File: config.mk
export PLATFORM = sky130hd
export DESIGN_NAME = key_matrix_scan_hid_report
export DESIGN_NICKNAME = d
export VERILOG_FILES = /design/src/kms_pkg.sv /design/src/key_matrix_scan_hid_report.sv
export SDC_FILE = /design/constraint.sdc
export NUM_CORES = 2
export LEC_CHECK = 0
export BUFFER_PORTS_ARGS = -buffer_cell sky130_fd_sc_hd__buf_2
export CORE_UTILIZATION = 60
export CTS_BUF_LIST = sky130_fd_sc_hd__clkbuf_8
export DETAILED_ROUTE_END_ITERATION = 7
export PLACE_DENSITY = 0.77
export SYNTH_ARGS = -nofsm -noshare
export SYNTH_HDL_FRONTEND = slang
export SYNTH_SLANG_ARGS = --single-unit
export TNS_END_PERCENT = 50
File: constraint.sdc
create_clock -name i_clk -period 4.9 [get_ports i_clk]
set_input_delay 0.49 -clock i_clk [delete_from_list [all_inputs] [get_ports i_clk]]
set_output_delay 0.49 -clock i_clk [all_outputs]
set_load 0.02 [all_outputs]
File: src/kms_pkg.sv
// shared types and constants for the key matrix scanner
package kms_pkg;

    // sequencer states
    typedef enum logic [1:0] {
        ST_IDLE,
        ST_SCAN,
        ST_FINISH
    } t_state;

    // item kinds carried by the action field
    localparam logic ACT_SCAN = 1'b0;
    localparam logic ACT_LOAD = 1'b1;

    // report layout and key code ranges
    localparam int          REPORT_SLOTS = 6;
    localparam int          LEVEL_WIDTH  = 14;
    localparam logic [15:0] MOD_FIRST    = 16'h00E0;
    localparam logic [15:0] MOD_LAST     = 16'h00E7;
    localparam logic [15:0] FN_RESET     = 16'd240;

endpackage

File: src/key_matrix_scan_hid_report.sv
// key matrix scanner that keeps a 6-key HID boot report, one column per cycle
// a scan beat reads its row of the keymap through the read port; both kinds of beat end
// in the finish step, which loads the output register once the old result is taken; a new
// beat is taken only when idle, so not before the last result is loaded
// reset (synchronous, active low) clears the report, pressed bits, Fn flag and row, sets
// fn_code to FN_RESET; the keymap is not cleared and must be loaded before its keys are
// scanned
module key_matrix_scan_hid_report #(
    parameter int ROWS      = 6,
    parameter int COLUMNS   = 14,
    parameter int KEY_SLOTS = 6
) (
    input  logic        i_clk,
    input  logic        i_rst_n,
    // configuration
    input  logic        i_cfg_we,
    input  logic [15:0] i_cfg_wdata,
    // input channel
    input  logic        i_in_valid,
    output logic        o_in_ready,
    input  logic        i_action,
    input  logic [13:0] i_column_levels,
    input  logic [3:0]  i_map_column,
    input  logic [2:0]  i_map_row,
    input  logic [15:0] i_map_code,
    // output channel
    output logic        o_out_valid,
    input  logic        i_out_ready,
    output logic [7:0]  o_modifier_bits,
    output logic [7:0]  o_slot_one,
    output logic [7:0]  o_slot_two,
    output logic [7:0]  o_slot_three,
    output logic [7:0]  o_slot_four,
    output logic [7:0]  o_slot_five,
    output logic [7:0]  o_slot_six,
    output logic        o_fn_held,
    output logic        o_report_changed,
    output logic [2:0]  o_next_row
);
    import kms_pkg::*;

    localparam int NK   = ROWS * COLUMNS;
    localparam int AW   = (NK > 1) ? $clog2(NK) : 1;
    localparam int CW   = (COLUMNS > 1) ? $clog2(COLUMNS) : 1;
    localparam int CNTW = $clog2(COLUMNS + 1);

    // sequencer and scan pipeline
    t_state            r_state, n_state;
    logic [CNTW-1:0]   r_cnt, n_cnt;
    logic [AW-1:0]     r_addr, n_addr;
    logic              r_pv, n_pv;
    logic [AW-1:0]     r_pidx, n_pidx;
    logic [CW-1:0]     r_pcol, n_pcol;
    logic [13:0]       r_levels, n_levels;
    logic [15:0]       r_code;

    // report state
    logic [NK-1:0]     r_pressed, n_pressed;
    logic [7:0]        r_mod, n_mod;
    logic [7:0]        r_slot [REPORT_SLOTS];
    logic [7:0]        n_slot [REPORT_SLOTS];
    logic [2:0]        r_used, n_used;
    logic              r_fn, n_fn;
    logic [2:0]        r_scan_row, n_scan_row;
    logic              r_changed, n_changed;
    logic [15:0]       r_fn_code;

    // output register
    logic              r_out_valid, n_out_valid;
    logic [7:0]        r_o_mod, n_o_mod;
    logic [7:0]        r_o_slot [REPORT_SLOTS];
    logic [7:0]        n_o_slot [REPORT_SLOTS];
    logic              r_o_fn, n_o_fn;
    logic              r_o_changed, n_o_changed;
    logic [2:0]        r_o_row, n_o_row;

    // keymap memory
    logic [15:0]       mem [NK];
    logic              rd_en;
    logic              map_we;
    logic [AW-1:0]     wr_addr;

    logic              in_acc;
    logic [2:0]        row_sel;

    assign o_in_ready = (r_state == ST_IDLE);
    assign in_acc     = i_in_valid && o_in_ready;
    assign row_sel    = (32'(r_scan_row) < ROWS) ? r_scan_row : 3'd0;

    // keymap load decode and read enable
    always_comb begin
        map_we  = in_acc && (i_action == ACT_LOAD) && (32'(i_map_row) < ROWS)
                  && (32'(i_map_column) < COLUMNS);
        wr_addr = AW'(32'(i_map_row) * COLUMNS + 32'(i_map_column));
        rd_en   = (r_state == ST_SCAN) && (32'(r_cnt) < COLUMNS);
    end

    // keymap write port and registered read port
    always_ff @(posedge i_clk) begin
        if (map_we) begin
            mem[wr_addr] <= i_map_code;
        end
        if (rd_en) begin
            r_code <= mem[r_addr];
        end
    end

    // sequencer, per-column press/release unit and output load
    always_comb begin
        logic [31:0] col_ext;
        logic        down;
        logic        was;
        logic [5:0]  hit;
        logic        after;
        logic        found;

        n_state     = r_state;
        n_cnt       = r_cnt;
        n_addr      = r_addr;
        n_pv        = 1'b0;
        n_pidx      = r_pidx;
        n_pcol      = r_pcol;
        n_levels    = r_levels;
        n_pressed   = r_pressed;
        n_mod       = r_mod;
        n_slot      = r_slot;
        n_used      = r_used;
        n_fn        = r_fn;
        n_scan_row  = r_scan_row;
        n_changed   = r_changed;
        n_out_valid = r_out_valid;
        n_o_mod     = r_o_mod;
        n_o_slot    = r_o_slot;
        n_o_fn      = r_o_fn;
        n_o_changed = r_o_changed;
        n_o_row     = r_o_row;

        col_ext = 32'(r_pcol);
        down    = (col_ext < LEVEL_WIDTH) ? !r_levels[col_ext[3:0]] : 1'b0;
        was     = r_pressed[r_pidx];
        found   = 1'b0;
        after   = 1'b0;
        for (int k = 0; k < REPORT_SLOTS; k++) begin
            hit[k] = (k < KEY_SLOTS) && (3'(k) < r_used) && ({8'd0, r_slot[k]} == r_code);
        end

        // output register drains on a taken beat
        if (r_out_valid && i_out_ready) begin
            n_out_valid = 1'b0;
        end

        unique case (r_state)
            ST_IDLE: begin
                if (in_acc) begin
                    n_changed = 1'b0;
                    if (i_action == ACT_SCAN) begin
                        n_state    = ST_SCAN;
                        n_cnt      = '0;
                        n_addr     = AW'(32'(row_sel) * COLUMNS);
                        n_levels   = i_column_levels;
                        n_scan_row = (32'(row_sel) + 1 >= ROWS) ? 3'd0 : row_sel + 3'd1;
                    end else begin
                        n_state = ST_FINISH;
                    end
                end
            end
            ST_SCAN: begin
                // issue the next keymap read
                if (rd_en) begin
                    n_cnt  = r_cnt + 1'b1;
                    n_addr = r_addr + 1'b1;
                    n_pv   = 1'b1;
                    n_pidx = r_addr;
                    n_pcol = CW'(r_cnt);
                end
                // handle the column whose code just came back
                if (r_pv) begin
                    if (!was && down) begin
                        if (!((32'(r_used) >= KEY_SLOTS) && (r_code < MOD_FIRST))) begin
                            n_pressed[r_pidx] = 1'b1;
                            n_changed         = 1'b1;
                            if (r_code == r_fn_code) begin
                                n_fn = 1'b1;
                            end else if (r_code >= MOD_FIRST) begin
                                if (r_code <= MOD_LAST) begin
                                    n_mod = r_mod | (8'd1 << r_code[2:0]);
                                end
                            end else if (32'(r_used) < KEY_SLOTS) begin
                                for (int k = 0; k < REPORT_SLOTS; k++) begin
                                    if (3'(k) == r_used) begin
                                        n_slot[k] = r_code[7:0];
                                    end
                                end
                                n_used = r_used + 3'd1;
                            end
                        end
                    end else if (was && !down) begin
                        n_pressed[r_pidx] = 1'b0;
                        n_changed         = 1'b1;
                        if (r_code == r_fn_code) begin
                            n_fn = 1'b0;
                        end else if (r_code >= MOD_FIRST) begin
                            if (r_code <= MOD_LAST) begin
                                n_mod = r_mod & ~(8'd1 << r_code[2:0]);
                            end
                        end else begin
                            // remove first match and close the gap
                            for (int k = 0; k < REPORT_SLOTS; k++) begin
                                after = after | hit[k];
                                if (after) begin
                                    n_slot[k] = (k + 1 < REPORT_SLOTS)
                                                ? r_slot[(k + 1) % REPORT_SLOTS] : 8'd0;
                                end
                            end
                            found = after;
                            if (found) begin
                                n_used = r_used - 3'd1;
                            end
                        end
                    end
                end
                if (!rd_en && !r_pv) begin
                    n_state = ST_FINISH;
                end
            end
            ST_FINISH: begin
                if (!r_out_valid || i_out_ready) begin
                    n_out_valid = 1'b1;
                    n_o_mod     = r_mod;
                    n_o_slot    = r_slot;
                    n_o_fn      = r_fn;
                    n_o_changed = r_changed;
                    n_o_row     = r_scan_row;
                    n_state     = ST_IDLE;
                end
            end
            default: begin
                n_state = ST_IDLE;
            end
        endcase
    end

    // control and report registers
    always_ff @(posedge i_clk) begin
        if (!i_rst_n) begin
            r_state     <= ST_IDLE;
            r_cnt       <= '0;
            r_pv        <= 1'b0;
            r_pressed   <= '0;
            r_mod       <= 8'd0;
            r_used      <= 3'd0;
            r_fn        <= 1'b0;
            r_scan_row  <= 3'd0;
            r_changed   <= 1'b0;
            r_out_valid <= 1'b0;
            r_fn_code   <= FN_RESET;
            for (int k = 0; k < REPORT_SLOTS; k++) begin
                r_slot[k] <= 8'd0;
            end
        end else begin
            r_state     <= n_state;
            r_cnt       <= n_cnt;
            r_pv        <= n_pv;
            r_pressed   <= n_pressed;
            r_mod       <= n_mod;
            r_slot      <= n_slot;
            r_used      <= n_used;
            r_fn        <= n_fn;
            r_scan_row  <= n_scan_row;
            r_changed   <= n_changed;
            r_out_valid <= n_out_valid;
            if (i_cfg_we) begin
                r_fn_code <= i_cfg_wdata;
            end
        end
    end

    // payload registers
    always_ff @(posedge i_clk) begin
        r_addr      <= n_addr;
        r_pidx      <= n_pidx;
        r_pcol      <= n_pcol;
        r_levels    <= n_levels;
        r_o_mod     <= n_o_mod;
        r_o_slot    <= n_o_slot;
        r_o_fn      <= n_o_fn;
        r_o_changed <= n_o_changed;
        r_o_row     <= n_o_row;
    end

    // result ports
    assign o_out_valid      = r_out_valid;
    assign o_modifier_bits  = r_o_mod;
    assign o_slot_one       = r_o_slot[0];
    assign o_slot_two       = r_o_slot[1];
    assign o_slot_three     = r_o_slot[2];
    assign o_slot_four      = r_o_slot[3];
    assign o_slot_five      = r_o_slot[4];
    assign o_slot_six       = r_o_slot[5];
    assign o_fn_held        = r_o_fn;
    assign o_report_changed = r_o_changed;
    assign o_next_row       = r_o_row;

    // slot count never passes the slot limit
    a_used_limit: assert property (@(posedge i_clk) disable iff (!i_rst_n)
        32'(r_used) <= KEY_SLOTS)
        else $error("slot count above limit");

    // an empty report has an empty first slot
    a_empty_slot: assert property (@(posedge i_clk) disable iff (!i_rst_n)
        r_used == 3'd0 |-> r_slot[0] == 8'd0)
        else $error("slot filled with zero count");

    // the column pipeline only runs inside a scan
    a_pipe_in_scan: assert property (@(posedge i_clk) disable iff (!i_rst_n)
        r_pv |-> $past(r_state) == ST_SCAN)
        else $error("column stage active outside scan");

    // an accepted scan beat starts at column zero
    a_scan_start: assert property (@(posedge i_clk) disable iff (!i_rst_n)
        in_acc && i_action == ACT_SCAN |=> r_state == ST_SCAN && r_cnt == '0)
        else $error("scan did not start");

    // a result only comes out of the finish step
    a_result_src: assert property (@(posedge i_clk) disable iff (!i_rst_n)
        $rose(r_out_valid) |-> $past(r_state) == ST_FINISH)
        else $error("result without finish step");

endmodule

==> reports/qor.yml <==
synth:
  synth_top_area_cell: "edfxtp_1"
  yosysSeqAreaShare_pct: 72.1
  yosys_warnings: 0
  syn_inst: 3898
  synth_most_common_cell: "edfxtp_1"
  synth_seq_cells: 1625
  synth.distinct_cells: 80
  ys_async_sr_fraction_pct: 0
  synth_area_per_cell_sq_um: 16.7
  synth_edf_count: 1453
  synth_area_sq_um: 65300
  ys_top_cells_by_area: "edfxtp_1 67%, mux4_2 7.3%, mux2i_1 6.1%, dfxtp_1 5.3%, nand2_1 1.5%"
  synth_top_cell_area_share_pct: 66.8
  ys.flop_type: "edfxtp_1"
  syn_nets: 3988
  synth_common_cells: "1453 x edfxtp_1, 399 x mux2i_1, 267 x nand2_1"
critical_path:
  cp-start-kind: "flop"
  crit_type: "flop to flop"
  crit_chain: "and3b_1 > a22o_1 > a221oi_1 > o21ai_0 > a2111oi_0 > o41a_1 > ha_4 > nand4bb_1 > nor2_1 > nand3_1 > a221oi_4 > mux2i_1"
  critPathTopFamily: "compound AO/OA/AOI/OAI gates"
  crit_slowest_cell: "edfxtp_1"
  path_buf_inv: 0
  slowest_delay_ns: 0.75
  path_max_fanout: 18
  endpoint_kind: "flop"
  crit_arrival_ns: 5.48
  cp.required_ns: 5.76
sta:
  drv_slew: 0
  fin_crit_ns: 4.62
  fin_tns_setup_ns: 0
  finalClockSkew_ns: 0.0490
  slew-limit-headroom_pct: 17.5
  fin_ws_ns: 0.284
  hold_viol: 0
  rsz0062_at_grt: "no"
  fmax_ghz: 0.217
  finalCritPeriodShare_pct: 94.2
  worstMarginPinSlew_ns: 1.23
  setup_viol: 0
placement:
  hpwl_microns: 97300
  gp_congestion: 0.908
  io_buffers: 121
  place_ws_ns: 0.381
  placed_area_sq_um: 68800
grt:
  antenna_found_initial: 5
  grt_pass1_wl_microns: 237000
  track_usage_pct: 29.2
  grt_pass1_vias: 37133
  overflow: 0
  grt_max_degree: 112
die:
  die_w_microns: 332
  num_rows: 120
  core-area_sq_um: 108000
  die_y_microns: 332
  initial_core_util_pct: 60.7
  ios: 122
  dieArea_sq_um: 110000
routing:
  wl_per_cell_microns: 27.2
  drt_iter0_drc: 4617
  drc_errors: 0
  drt-total-wl_microns: 160000
  vias: 37545
  ant_nets: 0
  firstDrtPassIters: 5
  viasPerCell: 6.38
cts:
  cts_buffers: 240
  clk_pin_slew_ns: 0.06
  cts_max_level: 4
  clk_root_buffer_cell: "clkbuf_8"
  clock-sinks: 1625
  clockBufferDepth: 3
  clk_latency_ns: 0.94
  cts_tree: "yes"
cells_and_area:
  layout.nets: 4373
  syn2layout_area_growth_pct: 12.8
  final_area_sq_um: 73700
  n_fill_cell: 6766
  drive_gt1_share_pct: 20.2
  multi_input_area_sq_um: 17000
  utilization_pct: 68.5
  ff_latch_area_sq_um: 47100
pwr:
  power.density_nw_per_um2: 394
  p_leak_uw: 0.0253
  vdd_drop_max_mv: 0.270
job:
  drv_cap: 0
hold_path:
  holdCritPathClass: "input port to flop"
outcome:
  outcome: "finished clean"
-- layout by cell type (no fill, tap or decap), drive strengths merged, types with 13 or more instances in the layout --
master	netlist	routed
dlygate4sd3	0	35
clkinv	2	89
nor2b	17	17
nor4	23	23
inv	53	145
ha	25	25
nand4	13	13
mux2	15	15
mux2i	399	399
a311oi	16	16
buf	96	345
o221ai	73	73
nor2	244	244
dfxtp	172	172
clkbuf	141	248
a221oi	57	57
a22oi	50	50
nor3	27	27
a21oi	124	124
nand2	268	268
o21ai	79	79
xor2	28	28
edfxtp	1453	1453
xnor2	50	50
o22ai	54	54
nand2b	13	13
nand3	71	71
a211oi	18	18
mux4	213	213
-- worst paths after layout --
path,slack (ns),from,to,depth (start not counted)
setup reg to reg,0.28,r_pidx[0]$_DFFE_PP_,r_slot[6]$_SDFFE_PN0P_,12
setup / recovery,0.28,r_pidx[0]$_DFFE_PP_,r_slot[6]$_SDFFE_PN0P_,12
hold / removal,0.09,i_cfg_we,r_fn_code[2]$_SDFFE_PN0P_,3
hold reg to reg,0.43,flop,o_modifier_bits[6]$_DFFE_PP_,0
-- sequential cells by signal, indices dropped and copies added (netlist names), 4 cells and up, named ones only --
register         cells
r_fn_code           16
r_code              16
r_levels            14
r_slot              48
r_pcol               4
r_pidx               7
o_modifier_bits      8
r_addr               7
o_slot_six           8
r_cnt                4
o_slot_one           8
o_slot_three         8
o_slot_two           8
mem               1344
o_slot_five          8
o_slot_four          8
-- per-stage QoR --
stage,std cells,hold WS [ns],total power (uW)
after detailed placement,5397,0.415,19100
after global routing,5884,0.0798,29900
after global placement,5397,0.413,19000
after floorplan,3898,0.408,17700
final,5884,0.0857,29000
after CTS,5871,0.00993,29100
-- worst register-to-register path: stages, from the launching register on --
cell and delay, ns:
edfxtp_1 0.75, and3b_1 0.27, a22o_1 0.23, a221oi_1 0.22
o21ai_0 0.12, a2111oi_0 0.64, o41a_1 0.34, ha_4 0.24
nand4bb_1 0.24, nor2_1 0.22, nand3_1 0.38, a221oi_4 0.62
mux2i_1 0.28
-- timing repair --
item	in CTS	in global routing
hold buffers	35	0
gates resized for setup	0	1
buffers inserted	0	12
hold endpoints to repair	47	0
endpoints found under the setup margin	0	7
-- cells by family (layout without fill, tap and decap cells) --
family	Yosys count	in the layout	synth area share, %
AOI/OAI and AO/OA	529	529	5.66
xor gates and xnor gates	78	78	1.05
adders and majority gates	31	31	0.663
buffers and inverters	292	874	1.91
DFF	1625	1625	72.1
muxes	627	627	13.7
other	0	1	0
and+or+nand+nor	716	716	4.89
-- routing by layer --
layer	routed length, microns	up-vias	track usage [%]
met4	7090	2	13.0
li1	-	16223	-
met1	60800	18737	39.8
met5	12	-	0
met2	76600	2205	46.2
met3	15500	378	5.42
-- area by class of cell --
cell class | count | area share [%]
diodes | 1 | 0.00340
clock buffers | 248 | 4.63
clock inverters | 191 | 1.40
inverters | 55 | 0.284
multi-input cells | 1981 | 23.1
flip-flops and latches | 1625 | 63.9
well taps | 1403 | 2.38
repair buffers | 380 | 4.31
-- power by group --
group          switching, uW  leakage, uW  internal [uW]  total [uW]
Sequential               124       0.0145          15200       15300
Combinational           2290      0.00819           1220        3510
Clock                   5120      0.00258           5060       10200
Total                   7540       0.0253          21500       29000
Power figures use the tool's default switching activity.
